<file path="src/sv/cst_pkg.sv">
// Package for the C subset tokenizer: transfer types, token kind codes and
// the character classification and keyword lookup functions.
// No dependencies.
package cst_pkg;

    localparam int SYMBOL_INDEX_BITS_DEF = 16;
    localparam int LENGTH_BITS_DEF = 16;

    localparam int QUEUE_DEPTH = 4;
    localparam int QUEUE_PTR_W = $clog2(QUEUE_DEPTH);
    localparam int QUEUE_LEVEL_W = $clog2(QUEUE_DEPTH + 1);

    localparam logic [5:0] TK_IDENT      = 6'd0;
    localparam logic [5:0] TK_INT        = 6'd1;
    localparam logic [5:0] TK_IF         = 6'd7;
    localparam logic [5:0] TK_ELSE       = 6'd8;
    localparam logic [5:0] TK_DO         = 6'd9;
    localparam logic [5:0] TK_WHILE      = 6'd10;
    localparam logic [5:0] TK_FOR        = 6'd11;
    localparam logic [5:0] TK_BREAK      = 6'd12;
    localparam logic [5:0] TK_CONTINUE   = 6'd13;
    localparam logic [5:0] TK_RETURN     = 6'd14;
    localparam logic [5:0] TK_VOID       = 6'd15;
    localparam logic [5:0] TK_CHAR       = 6'd16;
    localparam logic [5:0] TK_INT_KW     = 6'd17;
    localparam logic [5:0] TK_UNSIGNED   = 6'd18;
    localparam logic [5:0] TK_LONG       = 6'd19;
    localparam logic [5:0] TK_FLOAT      = 6'd20;
    localparam logic [5:0] TK_DOUBLE     = 6'd21;
    localparam logic [5:0] TK_SHORT      = 6'd22;
    localparam logic [5:0] TK_DOT        = 6'd23;
    localparam logic [5:0] TK_BANG       = 6'd24;
    localparam logic [5:0] TK_TILDE      = 6'd25;
    localparam logic [5:0] TK_STAR       = 6'd26;
    localparam logic [5:0] TK_SLASH      = 6'd27;
    localparam logic [5:0] TK_PLUS       = 6'd28;
    localparam logic [5:0] TK_MINUS      = 6'd29;
    localparam logic [5:0] TK_PERCENT    = 6'd30;
    localparam logic [5:0] TK_INCR       = 6'd31;
    localparam logic [5:0] TK_DECR       = 6'd32;
    localparam logic [5:0] TK_ASSIGN     = 6'd33;
    localparam logic [5:0] TK_EQ_EQ      = 6'd34;
    localparam logic [5:0] TK_NOT_EQ     = 6'd35;
    localparam logic [5:0] TK_LESS_EQ    = 6'd36;
    localparam logic [5:0] TK_LESS       = 6'd37;
    localparam logic [5:0] TK_GREATER_EQ = 6'd38;
    localparam logic [5:0] TK_GREATER    = 6'd39;
    localparam logic [5:0] TK_AMP        = 6'd40;
    localparam logic [5:0] TK_AND_AND    = 6'd41;
    localparam logic [5:0] TK_PIPE       = 6'd42;
    localparam logic [5:0] TK_OR_OR      = 6'd43;
    localparam logic [5:0] TK_CARET      = 6'd44;
    localparam logic [5:0] TK_AMP_EQ     = 6'd45;
    localparam logic [5:0] TK_PIPE_EQ    = 6'd46;
    localparam logic [5:0] TK_CARET_EQ   = 6'd47;
    localparam logic [5:0] TK_PLUS_EQ    = 6'd48;
    localparam logic [5:0] TK_MINUS_EQ   = 6'd49;
    localparam logic [5:0] TK_SLASH_EQ   = 6'd50;
    localparam logic [5:0] TK_STAR_EQ    = 6'd51;
    localparam logic [5:0] TK_PERCENT_EQ = 6'd52;
    localparam logic [5:0] TK_LBRACE     = 6'd53;
    localparam logic [5:0] TK_RBRACE     = 6'd54;
    localparam logic [5:0] TK_LPAREN     = 6'd55;
    localparam logic [5:0] TK_RPAREN     = 6'd56;
    localparam logic [5:0] TK_LBRACKET   = 6'd57;
    localparam logic [5:0] TK_RBRACKET   = 6'd58;
    localparam logic [5:0] TK_SEMI       = 6'd59;
    localparam logic [5:0] TK_INVALID    = 6'd60;
    localparam logic [5:0] TK_END        = 6'd61;

    typedef struct packed {
        logic [7:0] text_byte;
        logic       end_of_text;
    } text_item_t;

    typedef struct packed {
        logic [5:0]         token_kind;
        logic [31:0]        token_start;
        logic [15:0]        token_length;
        logic signed [31:0] literal_value;
        logic [15:0]        symbol_index;
        logic               last_of_run;
    } token_t;

    typedef struct packed {
        logic [1:0] count;
        token_t     first;
        token_t     second;
    } push_t;

    function automatic token_t make_token(
        input logic [5:0]  kind,
        input logic [31:0] start,
        input logic [15:0] length,
        input logic [31:0] value,
        input logic [15:0] sym
    );
        token_t t;
        t.token_kind = kind;
        t.token_start = start;
        t.token_length = length;
        t.literal_value = $signed(value);
        t.symbol_index = sym;
        t.last_of_run = 1'b0;
        return t;
    endfunction

    function automatic logic is_letter(input logic [7:0] c);
        return (c >= "A" && c <= "Z") || (c >= "a" && c <= "z");
    endfunction

    function automatic logic is_digit(input logic [7:0] c);
        return c >= "0" && c <= "9";
    endfunction

    function automatic logic [5:0] keyword_kind(input logic [63:0] w);
        logic [5:0] k;
        case (w)
            64'h6966:               k = TK_IF;
            64'h656c_7365:          k = TK_ELSE;
            64'h646f:               k = TK_DO;
            64'h77_6869_6c65:       k = TK_WHILE;
            64'h66_6f72:            k = TK_FOR;
            64'h62_7265_616b:       k = TK_BREAK;
            64'h636f_6e74_696e_7565: k = TK_CONTINUE;
            64'h7265_7475_726e:     k = TK_RETURN;
            64'h766f_6964:          k = TK_VOID;
            64'h6368_6172:          k = TK_CHAR;
            64'h69_6e74:            k = TK_INT_KW;
            64'h756e_7369_676e_6564: k = TK_UNSIGNED;
            64'h6c6f_6e67:          k = TK_LONG;
            64'h66_6c6f_6174:       k = TK_FLOAT;
            64'h646f_7562_6c65:     k = TK_DOUBLE;
            64'h73_686f_7274:       k = TK_SHORT;
            default:                k = TK_IDENT;
        endcase
        return k;
    endfunction

    function automatic logic [5:0] single_op_kind(input logic [7:0] c);
        logic [5:0] k;
        case (c)
            "+":     k = TK_PLUS;
            "-":     k = TK_MINUS;
            "/":     k = TK_SLASH;
            "*":     k = TK_STAR;
            "%":     k = TK_PERCENT;
            ">":     k = TK_GREATER;
            "<":     k = TK_LESS;
            "!":     k = TK_BANG;
            "=":     k = TK_ASSIGN;
            "|":     k = TK_PIPE;
            "&":     k = TK_AMP;
            "^":     k = TK_CARET;
            default: k = TK_INVALID;
        endcase
        return k;
    endfunction

    // Returns TK_INVALID when the two characters do not form an operator.
    function automatic logic [5:0] pair_op_kind(input logic [7:0] c, input logic [7:0] d);
        logic [5:0] k;
        k = TK_INVALID;
        if (d == "=")
        begin
            case (c)
                "+":     k = TK_PLUS_EQ;
                "-":     k = TK_MINUS_EQ;
                "/":     k = TK_SLASH_EQ;
                "*":     k = TK_STAR_EQ;
                "%":     k = TK_PERCENT_EQ;
                ">":     k = TK_GREATER_EQ;
                "<":     k = TK_LESS_EQ;
                "!":     k = TK_NOT_EQ;
                "=":     k = TK_EQ_EQ;
                "|":     k = TK_PIPE_EQ;
                "&":     k = TK_AMP_EQ;
                "^":     k = TK_CARET_EQ;
                default: k = TK_INVALID;
            endcase
        end
        else if (c == "+" && d == "+")
        begin
            k = TK_INCR;
        end
        else if (c == "-" && d == "-")
        begin
            k = TK_DECR;
        end
        else if (c == "|" && d == "|")
        begin
            k = TK_OR_OR;
        end
        else if (c == "&" && d == "&")
        begin
            k = TK_AND_AND;
        end
        return k;
    endfunction

    function automatic logic [5:0] punct_kind(input logic [7:0] c);
        logic [5:0] k;
        case (c)
            "{":     k = TK_LBRACE;
            "}":     k = TK_RBRACE;
            "(":     k = TK_LPAREN;
            ")":     k = TK_RPAREN;
            "[":     k = TK_LBRACKET;
            "]":     k = TK_RBRACKET;
            "~":     k = TK_TILDE;
            ".":     k = TK_DOT;
            ";":     k = TK_SEMI;
            default: k = TK_INVALID;
        endcase
        return k;
    endfunction

endpackage

</file>
<file path="src/sv/c_subset_tokenizer_top.sv">
// Top level of the C subset tokenizer: lexer plus result queue.
// Depends on cst_pkg, cst_lexer and cst_token_queue.
//
// Source text enters one byte per transfer on the text channel (text_valid,
// text_stall, text); end_of_text set flushes any pending token and adds an
// End token. Tokens leave one per transfer on the token channel (token_valid,
// token_stall, token); last_of_run marks the final token caused by one byte.
// A byte is lexed combinationally in the cycle it is taken, and its tokens
// are registered in the result queue, which drives the token channel.
// One byte is taken every cycle while the four-entry result queue has room
// for two tokens. A byte that gives two tokens needs two token transfers, so
// a steady stream of such bytes is limited by the single output port of the
// queue.
// Reset clears the lexer to idle between tokens with byte offset zero and
// empties the queue. When the receiver stalls, queued tokens are held and
// text_stall rises as soon as fewer than two queue entries are free.
module c_subset_tokenizer_top #(
    parameter int SYMBOL_INDEX_BITS = cst_pkg::SYMBOL_INDEX_BITS_DEF,
    parameter int LENGTH_BITS = cst_pkg::LENGTH_BITS_DEF
) (
    input  logic                clk,
    input  logic                rst_n,
    input  logic                text_valid,
    output logic                text_stall,
    input  cst_pkg::text_item_t text,
    output logic                token_valid,
    input  logic                token_stall,
    output cst_pkg::token_t     token
);

    cst_pkg::push_t                      push;
    logic [cst_pkg::QUEUE_LEVEL_W-1:0]   level;
    logic                                accept;

    assign text_stall = level > cst_pkg::QUEUE_LEVEL_W'(cst_pkg::QUEUE_DEPTH - 2);
    assign accept = text_valid && !text_stall;

    cst_lexer #(
        .SYMBOL_INDEX_BITS(SYMBOL_INDEX_BITS),
        .LENGTH_BITS(LENGTH_BITS)
    ) u_lexer (
        .clk(clk),
        .rst_n(rst_n),
        .accept(accept),
        .text(text),
        .push(push)
    );

    cst_token_queue u_queue (
        .clk(clk),
        .rst_n(rst_n),
        .push(push),
        .token_valid(token_valid),
        .token_stall(token_stall),
        .token(token),
        .level(level)
    );

    assert property (@(posedge clk) disable iff (!rst_n)
        level <= cst_pkg::QUEUE_LEVEL_W'(cst_pkg::QUEUE_DEPTH))
        else $error("result queue overflow");

    assert property (@(posedge clk) disable iff (!rst_n)
        text_valid && !text_stall && text.end_of_text |=> token_valid)
        else $error("end of text transfer produced no token");

    assert property (@(posedge clk) disable iff (!rst_n)
        !accept |-> push.count == 2'd0)
        else $error("tokens pushed without a text transfer");

    assert property (@(posedge clk) disable iff (!rst_n)
        token_valid && token.token_kind == cst_pkg::TK_END |->
            token.token_length == 16'd0 && token.last_of_run)
        else $error("malformed End token");

endmodule

</file>
<file path="src/sv/cst_lexer.sv">
// Lexer state and per-byte token logic: takes one text transfer a cycle and
// produces up to two tokens for the result queue. Depends on cst_pkg.
module cst_lexer #(
    parameter int SYMBOL_INDEX_BITS = cst_pkg::SYMBOL_INDEX_BITS_DEF,
    parameter int LENGTH_BITS = cst_pkg::LENGTH_BITS_DEF
) (
    input  logic                clk,
    input  logic                rst_n,
    input  logic                accept,
    input  cst_pkg::text_item_t text,
    output cst_pkg::push_t      push
);

    localparam logic [1:0] MODE_IDLE = 2'd0;
    localparam logic [1:0] MODE_IDENT = 2'd1;
    localparam logic [1:0] MODE_NUMBER = 2'd2;
    localparam logic [1:0] MODE_OPER = 2'd3;

    logic [1:0]                   mode_reg, mode_next;
    logic [7:0]                   pending_op_reg, pending_op_next;
    logic [63:0]                  window_reg, window_next;
    logic [31:0]                  start_reg, start_next;
    logic [LENGTH_BITS-1:0]       run_len_reg, run_len_next;
    logic [31:0]                  acc_reg, acc_next;
    logic [31:0]                  pos_reg, pos_next;
    logic [SYMBOL_INDEX_BITS-1:0] id_count_reg, id_count_next;

    logic [7:0]  c;
    logic        c_letter;
    logic        c_digit;
    logic        c_space;
    logic [31:0] run_len_wide;
    logic [31:0] id_count_wide;
    logic [5:0]  ident_kind;
    logic [5:0]  pair_kind;
    logic        a_valid;
    logic        b_valid;
    cst_pkg::token_t a_tok;
    cst_pkg::token_t b_tok;

    assign c = text.text_byte;
    assign c_letter = cst_pkg::is_letter(c);
    assign c_digit = cst_pkg::is_digit(c);
    assign c_space = (c == " ") || (c == "\t") || (c == "\n");
    assign run_len_wide = 32'(run_len_reg);
    assign id_count_wide = 32'(id_count_reg);
    assign ident_kind = (run_len_reg <= LENGTH_BITS'(8)) ?
                        cst_pkg::keyword_kind(window_reg) : cst_pkg::TK_IDENT;
    assign pair_kind = cst_pkg::pair_op_kind(pending_op_reg, c);

    always_comb
    begin
        logic flush;
        logic start_token;

        mode_next = mode_reg;
        pending_op_next = pending_op_reg;
        window_next = window_reg;
        start_next = start_reg;
        run_len_next = run_len_reg;
        acc_next = acc_reg;
        pos_next = pos_reg;
        id_count_next = id_count_reg;
        a_valid = 1'b0;
        b_valid = 1'b0;
        a_tok = cst_pkg::make_token(cst_pkg::TK_INVALID, 32'd0, 16'd0, 32'd0, 16'd0);
        b_tok = a_tok;
        flush = 1'b0;
        start_token = 1'b0;

        if (accept)
        begin
            if (text.end_of_text)
            begin
                flush = 1'b1;
                b_valid = 1'b1;
                b_tok = cst_pkg::make_token(cst_pkg::TK_END, pos_reg, 16'd0, 32'd0, 16'd0);
            end
            else
            begin
                pos_next = pos_reg + 32'd1;
                if (mode_reg == MODE_IDENT && (c_letter || c_digit || c == "_"))
                begin
                    if (run_len_reg < LENGTH_BITS'(8))
                    begin
                        window_next = {window_reg[55:0], c};
                    end
                    if (run_len_reg != '1)
                    begin
                        run_len_next = run_len_reg + LENGTH_BITS'(1);
                    end
                end
                else if (mode_reg == MODE_NUMBER && c_digit)
                begin
                    acc_next = {acc_reg[28:0], 3'b000} + {acc_reg[30:0], 1'b0}
                               + 32'(c[3:0]);
                    if (run_len_reg != '1)
                    begin
                        run_len_next = run_len_reg + LENGTH_BITS'(1);
                    end
                end
                else if (mode_reg == MODE_OPER && pair_kind != cst_pkg::TK_INVALID)
                begin
                    mode_next = MODE_IDLE;
                    a_valid = 1'b1;
                    a_tok = cst_pkg::make_token(pair_kind, start_reg, 16'd2, 32'd0, 16'd0);
                end
                else
                begin
                    flush = 1'b1;
                    start_token = 1'b1;
                end
            end

            if (flush)
            begin
                mode_next = MODE_IDLE;
                case (mode_reg)
                    MODE_IDENT:
                    begin
                        a_valid = 1'b1;
                        if (ident_kind == cst_pkg::TK_IDENT)
                        begin
                            id_count_next = id_count_reg + SYMBOL_INDEX_BITS'(1);
                            a_tok = cst_pkg::make_token(cst_pkg::TK_IDENT, start_reg,
                                                        run_len_wide[15:0], 32'd0,
                                                        id_count_wide[15:0]);
                        end
                        else
                        begin
                            a_tok = cst_pkg::make_token(ident_kind, start_reg,
                                                        run_len_wide[15:0], 32'd0, 16'd0);
                        end
                    end
                    MODE_NUMBER:
                    begin
                        a_valid = 1'b1;
                        a_tok = cst_pkg::make_token(cst_pkg::TK_INT, start_reg,
                                                    run_len_wide[15:0], acc_reg, 16'd0);
                    end
                    MODE_OPER:
                    begin
                        a_valid = 1'b1;
                        a_tok = cst_pkg::make_token(cst_pkg::single_op_kind(pending_op_reg),
                                                    start_reg, 16'd1, 32'd0, 16'd0);
                    end
                    default:
                    begin
                        a_valid = 1'b0;
                    end
                endcase
            end

            if (start_token && !c_space)
            begin
                if (c_letter)
                begin
                    mode_next = MODE_IDENT;
                    start_next = pos_reg;
                    run_len_next = LENGTH_BITS'(1);
                    window_next = 64'(c);
                end
                else if (c >= "1" && c <= "9")
                begin
                    mode_next = MODE_NUMBER;
                    start_next = pos_reg;
                    run_len_next = LENGTH_BITS'(1);
                    acc_next = 32'(c[3:0]);
                end
                else if (c == "0")
                begin
                    b_valid = 1'b1;
                    b_tok = cst_pkg::make_token(cst_pkg::TK_INT, pos_reg, 16'd1, 32'd0, 16'd0);
                end
                else if (cst_pkg::single_op_kind(c) != cst_pkg::TK_INVALID)
                begin
                    mode_next = MODE_OPER;
                    start_next = pos_reg;
                    run_len_next = LENGTH_BITS'(1);
                    pending_op_next = c;
                end
                else
                begin
                    b_valid = 1'b1;
                    b_tok = cst_pkg::make_token(cst_pkg::punct_kind(c), pos_reg, 16'd1,
                                                32'd0, 16'd0);
                end
            end
        end
    end

    always_comb
    begin
        push.count = 2'(a_valid) + 2'(b_valid);
        push.first = a_valid ? a_tok : b_tok;
        push.first.last_of_run = !(a_valid && b_valid);
        push.second = b_tok;
        push.second.last_of_run = 1'b1;
    end

    always_ff @(posedge clk or negedge rst_n)
    begin
        if (!rst_n)
        begin
            mode_reg <= MODE_IDLE;
            pending_op_reg <= 8'd0;
            window_reg <= 64'd0;
            start_reg <= 32'd0;
            run_len_reg <= '0;
            acc_reg <= 32'd0;
            pos_reg <= 32'd0;
            id_count_reg <= '0;
        end
        else
        begin
            mode_reg <= mode_next;
            pending_op_reg <= pending_op_next;
            window_reg <= window_next;
            start_reg <= start_next;
            run_len_reg <= run_len_next;
            acc_reg <= acc_next;
            pos_reg <= pos_next;
            id_count_reg <= id_count_next;
        end
    end

endmodule

</file>
<file path="src/sv/cst_token_queue.sv">
// Result queue for the tokenizer (depends on cst_pkg): takes up to two
// tokens a cycle from the lexer; one token leaves a cycle unless stalled.
module cst_token_queue (
    input  logic                                  clk,
    input  logic                                  rst_n,
    input  cst_pkg::push_t                        push,
    output logic                                  token_valid,
    input  logic                                  token_stall,
    output cst_pkg::token_t                       token,
    output logic [cst_pkg::QUEUE_LEVEL_W-1:0]     level
);

    localparam int PW = cst_pkg::QUEUE_PTR_W;
    localparam int LW = cst_pkg::QUEUE_LEVEL_W;

    cst_pkg::token_t entries [cst_pkg::QUEUE_DEPTH];

    logic [PW-1:0] wr_ptr_reg, wr_ptr_next;
    logic [PW-1:0] rd_ptr_reg, rd_ptr_next;
    logic [LW-1:0] level_reg, level_next;
    logic          pop;

    assign token_valid = (level_reg != '0);
    assign token = entries[rd_ptr_reg];
    assign level = level_reg;
    assign pop = token_valid && !token_stall;

    assign wr_ptr_next = wr_ptr_reg + PW'(push.count);
    assign rd_ptr_next = rd_ptr_reg + PW'(pop);
    assign level_next = level_reg + LW'(push.count) - LW'(pop);

    always_ff @(posedge clk)
    begin
        if (push.count != 2'd0)
        begin
            entries[wr_ptr_reg] <= push.first;
        end
        if (push.count == 2'd2)
        begin
            entries[wr_ptr_reg + PW'(1)] <= push.second;
        end
    end

    always_ff @(posedge clk or negedge rst_n)
    begin
        if (!rst_n)
        begin
            wr_ptr_reg <= '0;
            rd_ptr_reg <= '0;
            level_reg <= '0;
        end
        else
        begin
            wr_ptr_reg <= wr_ptr_next;
            rd_ptr_reg <= rd_ptr_next;
            level_reg <= level_next;
        end
    end

endmodule

</file>
<file path="config.mk">
export PLATFORM = sky130hd
export DESIGN_NAME = c_subset_tokenizer_top
export DESIGN_NICKNAME = d
export VERILOG_FILES = /design/src/sv/cst_pkg.sv /design/src/sv/c_subset_tokenizer_top.sv /design/src/sv/cst_lexer.sv /design/src/sv/cst_token_queue.sv
export SDC_FILE = /design/constraint.sdc
export NUM_CORES = 1
export LEC_CHECK = 0
export BUFFER_PORTS_ARGS = -buffer_cell sky130_fd_sc_hd__buf_2
export CAP_MARGIN = 20
export CORE_MARGIN = 2
export CORE_UTILIZATION = 45
export DETAILED_ROUTE_END_ITERATION = 8
export PLACE_DENSITY = 0.67
export SYNTH_ARGS = -nofsm -noshare
export SYNTH_HDL_FRONTEND = slang
export SYNTH_HIERARCHICAL = 1
export SYNTH_SLANG_ARGS = --single-unit
</file>
<file path="constraint.sdc">
create_clock -name clk -period 11.3 [get_ports clk]
set_input_delay 1.695 -clock clk [delete_from_list [all_inputs] [get_ports clk]]
set_output_delay 1.695 -clock clk [all_outputs]
set_load 0.02 [all_outputs]
</file>
==> flow_summary.json, run 1 <==
{
  "status": "complete, no violations",
  "synth_cell_types": 91,
  "post-route-min-period_ns": 6.84,
  "cts_tree": "done",
  "path_clk_slew_ns": 0.06,
  "worst_slew_pin_slew_ns": 1.08,
  "netlist_top_cells_area": "edfxtp_1, dfrtp_1, mux2_2",
  "critPathRequiredTime_ns": 11.65,
  "instances_no_fill": 3572,
  "ctsResizeCount": 0,
  "rrSetupSlack_ns": 5.64,
  "grt_pass1_wl_mm": 130,
  "grt_pass1_vias": 22261,
  "hold_buffers": 0,
  "drive_gt1_share_pct": 24.1,
  "r2r_start": "u_lexer/mode_reg[1]",
  "syn-cell-area_um2": 33800,
  "drt_iter0_drc": 1753,
  "setup_viol": 0,
  "synthCells": 2475,
  "postRouteAntennaNets": 0,
  "worstPathArrival_ns": 7.19,
  "clk_latency_ns": 0.61,
  "synth_common_cells": "edfxtp_1, mux2_2, mux2_1",
  "drc_errors": 0,
  "drv_cap": 0,
  "rsz0062_at_grt": "no",
  "hold_viol_final": 0,
  "gp_congestion": 0.896,
  "via_per_inst": 5.95,
  "grt_use_met3_pct": 3.02,
  "rr_endpoint": "u_queue/entries[0][69]",
  "hp-class": "flip-flop to flip-flop",
  "dr.pass1.iters": 6,
  "hpwl_mm": 50.8,
  "total_leakage_power_nw": 15.0,
  "port_buffers": 117,
  "grt_overflow": 0,
  "cp_max_fo": 38,
  "area_growth_pct": 9.77,
  "use_met1_pct": 28.7,
  "crit_path_end": "u_queue/entries[0][69]",
  "async_flop_share_pct": 33.7,
  "post_cts_buffers": 0,
  "cp-end-kind": "flip-flop",
  "final_nets": 2631,
  "p_per_area_nw_per_um2": 218,
  "slew_violations": 0,
  "grt_usage_pct": 21.4,
  "yosysWarnings": 6,
  "placed_area_um2": 34900,
  "cts_buffers": 70,
  "slew_headroom_pct": 28.0,
  "largest_reg_flops": 412,
  "finalInstanceArea_um2": 37100,
  "fin_skew_ns": 0.0259,
  "synth_flop_cell": "edfxtp_1",
  "htree_levels": 3,
  "die_w_um": 278,
  "post-route-period-util_pct": 60.5,
  "die-height_um": 278,
  "worst_setup_path_start_kind": "primary input",
  "wl_per_cell_um": 23.1,
  "criticalPathCategory": "primary input to flip-flop",
  "placementRows": 100,
  "ys_ff_latch": 621,
  "max_freq_mhz": 146,
  "cts_sinks": 621,
  "synth_top_area_cell": "edfxtp_1",
  "cts-root-buf": "clkbuf_16",
  "ios": 118,
  "routed-via-count": 21236,
  "synth_edf_count": 412,
  "core_area_um2": 74400,
  "yosysMostFrequentCell": "edfxtp_1",
  "total_power_w": 0.00809,
  "grt.busiest_layer": "met2",
  "seq_area_frac_synth_pct": 52.0,
  "grt_max_degree": 81,
  "antenna_found_initial": 2,
  "fillers": 6302,
  "start_util_pct": 45.4,
  "avgSynthCellArea_um2": 13.7,
  "placed_cells": 3445,
  "reg2reg_depth": 12,
  "use_met2_pct": 36.6,
  "clockBufferDepth": 3,
  "fp.dieArea_um2": 77400,
  "vdd_drop_max_mv": 0.146,
  "netlist.area_leader.share_pct": 36.6,
  "finalSetupTns_ns": 0,
  "wirelength_mm": 82.5,
  "cp-startpoint": "text[4]"
}
[layout by cell type (no fill, tap or decap), drive strengths merged, types with 24 or more instances in the layout]
| cell | synthesis | layout |
|---|---|---|
| a21oi | 53 | 53 |
| a22o | 110 | 110 |
| and2 | 55 | 55 |
| and3 | 66 | 66 |
| buf | 166 | 150 |
| clkbuf | 45 | 92 |
| conb | 2 | 64 |
| dfrtp | 209 | 209 |
| edfxtp | 412 | 412 |
| ha | 66 | 66 |
| inv | 36 | 39 |
| mux2 | 457 | 457 |
| mux4 | 103 | 103 |
| nand2 | 86 | 86 |
| nand3 | 51 | 51 |
| nand4 | 37 | 37 |
| nor2 | 96 | 96 |
| nor2b | 24 | 24 |
| nor3 | 30 | 30 |
| nor4 | 31 | 31 |
| o21ai | 46 | 46 |
| xnor2 | 52 | 52 |
| xor2 | 38 | 38 |
[worst min-delay path by stage]
stage,startpoint,endpoint,slack [ns],cells after the start
after floorplan,u_lexer/id_count_reg[15],u_lexer/id_count_reg[15],0.43,1
after global placement,u_lexer/id_count_reg[15],u_lexer/id_count_reg[15],0.45,1
after detailed placement,u_lexer/id_count_reg[15],u_lexer/id_count_reg[15],0.46,1
after CTS,u_lexer/id_count_reg[15],u_lexer/id_count_reg[15],0.47,1
after global routing,u_lexer/id_count_reg[15],u_lexer/id_count_reg[15],0.48,1
final,u_lexer/id_count_reg[15],u_lexer/id_count_reg[15],0.46,1
[kinds of logic after synthesis]
group	after synthesis	share of synthesized area [%]
XOR/XNOR	90	2.33
adder cells (fa/ha/maj)	69	2.62
AND/OR/NAND/NOR	572	9.74
other	2	0.0222
AO/OA/AOI/OAI	311	6.82
multiplexers	563	22.2
buffers and inverters	247	4.27
flip-flops	621	52.0
[critical path, stage by stage]
cell and delay, ns:
buf_2 0.23, or4_4 0.58, nor3_1 0.19, nor2_1 0.13
or2_1 0.24, or2_4 0.27, nor3_4 0.31, or2b_2 0.67
ha_1 0.40, and2b_1 0.26, nand3_4 0.48, buf_4 0.63
buf_4 0.65, mux2_1 0.39
[per-stage QoR]
step / setup WS (ns) / hold WS (ns) / util, %
CTS: 4.43 / 0.467 / 49.8
global route: 4.14 / 0.485 / 49.9
floorplan: 1.85 / 0.434 / -
finish: 4.46 / 0.463 / 49.9
global placement: 3.90 / 0.455 / 46.9
detailed placement: 3.80 / 0.456 / 46.9
[area by class of cell]
cell class / instances / area, µm² / share of cell area (%)
antenna: 1 / 2.50 / 0.00674
clock buffer: 91 / 1900 / 5.12
clock inverter: 34 / 302 / 0.812
inverter: 36 / 135 / 0.364
multi-input combinational: 1669 / 15100 / 40.7
sequential: 621 / 17600 / 47.4
tap: 969 / 1210 / 3.27
timing repair buffer: 151 / 870 / 2.34
[metal layers]
metal | routed length, µm | share of wire [%]
met5 | 19 | 0.023
met4 | 1580 | 1.9
met3 | 3750 | 4.5
met2 | 41300 | 50
met1 | 35900 | 43
[report_power, final]
group / internal (W) / leakage [nW] / switching (W)
clock network: 0.00128 / 1.07 / 0.000924
registers: 0.00305 / 6.54 / 0.000298
logic: 0.000940 / 7.43 / 0.00159
total: 0.00527 / 15.0 / 0.00281
(Power assumes the default switching activity.)
==> run 2: changes to the inputs <==
- PLACE_DENSITY: 0.67 -> 0.69
- clock period: 11.3 -> 6 ns (I/O delays scaled with it)
==> run 2 against run 1 <==
Power up 90%. Non-clock buffer count increased by 3. Sequential share of layout area is 0.26 points lower. Hold slack worse by 0.16 ns. Final area increased by 0.54%. Register-to-register slack lost 4.0 ns. Clock power grew 90%. Global-route usage grew 0.078 points. Clock skew grew 0.0036 ns. Setup slack got worse by 3.1 ns. First-iteration DRC count fell by 3.0%.
==> flow_summary.json, run 2 (synthesis results as in run 1) <==
{
  "drive_gt1_share_pct": 23.9,
  "final_nets": 2634,
  "finalInstanceArea_um2": 37300,
  "core_area_um2": 74400,
  "vdd_drop_max_mv": 0.426,
  "wl_per_cell_um": 23.2,
  "setup_viol": 0,
  "finalSetupTns_ns": 0,
  "htree_levels": 3,
  "drt_iter0_drc": 1700,
  "cts_buffers": 70,
  "grt_overflow": 0,
  "clockBufferDepth": 3,
  "seqCellArea_um2": 17600,
  "die-height_um": 278,
  "hp-class": "primary input to async pin",
  "clock_power_share_pct": 27.4,
  "total_power_w": 0.0153,
  "power_frac_seq_pct": 40.7,
  "via_per_inst": 5.97,
  "placed_area_um2": 35100,
  "antenna_found_initial": 5,
  "slew_headroom_pct": 26.7,
  "largest_reg_flops": 412,
  "area_growth_pct": 10.4,
  "cpPeakStageDelay_ns": 0.58,
  "grt_pass1_vias": 22430,
  "drv_cap": 0,
  "path_clk_slew_ns": 0.06,
  "gp_congestion": 0.891,
  "layout_commonest_cell": "edfxtp_1",
  "cpMaxStageDelayCell": "or4_4",
  "rsz0062_at_grt": "no",
  "swShare_pct": 34.5,
  "ctsResizeCount": 0,
  "placementRows": 100,
  "cts_tree": "done",
  "cp-startpoint": "text[4]",
  "fin_skew_ns": 0.0295,
  "grt_pass1_wl_mm": 130,
  "grt_max_degree": 110,
  "critPathBufInv": 2,
  "wirelength_mm": 83.0,
  "r2r_start": "u_lexer/mode_reg[1]",
  "status": "complete, no violations",
  "ios": 118,
  "max_freq_mhz": 217,
  "postRouteAntennaNets": 0,
  "cp-end-kind": "flip-flop",
  "crit_chain": "buf_2, or4_4, nor3_1, nor2_1, or2_1, or2_4, nor3_4, or2b_2, ha_1, nand2b_1, nor2_4, buf_12, mux2_2",
  "drc_errors": 0,
  "criticalPathCategory": "primary input to flip-flop",
  "cts_sinks": 621,
  "start_util_pct": 45.4,
  "total_leakage_power_nw": 15.1,
  "post-route-period-util_pct": 76.9,
  "hold_buffers": 0,
  "layout_common_cells": "edfxtp_1, mux2_2, mux2_1, dfrtp_1, buf_2",
  "hpwl_mm": 51.4,
  "critPathRequiredTime_ns": 6.35,
  "worst_slew_pin_slew_ns": 1.10,
  "worst_setup_path_start_kind": "primary input",
  "dr.pass1.iters": 5,
  "power_switching_w": 0.00530,
  "post_cts_buffers": 0,
  "fillers": 6206,
  "p_int_w": 0.0101,
  "hold_viol_final": 0,
  "power_frac_comb_pct": 31.9,
  "post-route-min-period_ns": 4.61,
  "fp.dieArea_um2": 77400,
  "port_buffers": 117,
  "grt_usage_pct": 21.5,
  "worstPathArrival_ns": 4.96,
  "slew_violations": 0,
  "p_per_area_nw_per_um2": 411,
  "cp_max_fo": 70,
  "routed-via-count": 21375,
  "clk_latency_ns": 0.62,
  "cp_top_family": "simple AND/OR/NAND/NOR gates",
  "die_w_um": 278,
  "multiInputGateArea_um2": 15100,
  "cts-root-buf": "clkbuf_16"
}
## run 2: changes by cell type in the layout (fill, tap and decap cells not counted), sizes merged
cell	previous run	this run
clkbuf	92	102
inv	39	37
buf	150	154
diode	1	3
clkinv	23	19
clkinvlp	4	1
## run 2: routing by layer
layer  part of all wire, %  vias to the layer above  global-route usage (%)  wire, µm
met5                 0.033                        -                       0        27
met4                   2.6                        4                    7.14      2150
met3                   5.3                      149                    3.63      4430
met2                    49                      628                    36.3     40800
met1                    43                    10952                    28.2     35600
li1                      -                     9642                       -         -
## run 2: final timing paths
| check | to | slack [ns] | cells past startpoint |
|---|---|---|---|
| max | u_queue/entries[2][89] | 1.39 | 13 |
| min | u_lexer/window_reg[4] | 0.30 | 1 |
| max reg2reg | u_queue/entries[2][89] | 1.67 | 11 |
| min reg2reg | u_lexer/id_count_reg[15] | 0.46 | 1 |
| max in group asynchronous | u_lexer/acc_reg[25] | 4.17 | 2 |
| min in group clk | u_lexer/id_count_reg[15] | 0.46 | 1 |
## run 2: power groups by stage
stage | sequential, W | clock, W | combinational, W
CTS | 0.00625 | 0.00430 | 0.00499
floorplan | 0.00610 | 0 | 0.00341
global placement | 0.00626 | 0 | 0.00493
global route | 0.00634 | 0.00446 | 0.00524
finish | 0.00624 | 0.00421 | 0.00490
detailed placement | 0.00633 | 0 | 0.00497
## run 2: metrics by stage
stage	utilization (%)	setup WS (ns)	hold WS, ns	std cells
after floorplan	-	-0.653	0.434	2537
after global placement	47.1	0.906	0.449	3449
after detailed placement	47.1	0.844	0.449	3449
after CTS	50.1	1.48	0.352	3576
after global routing	50.1	1.26	0.384	3578
final	50.1	1.39	0.304	3579
## run 2: area by class of cell
class	instances	share of cell area, %
Timing Repair Buffer	154	2.74
Clock buffer	102	5.35
Clock inverter	25	0.674
Antenna cell	3	0.0201
Tap cell	969	3.25
Multi-Input combinational cell	1669	40.4
Inverter	36	0.362
Sequential cell	621	47.2
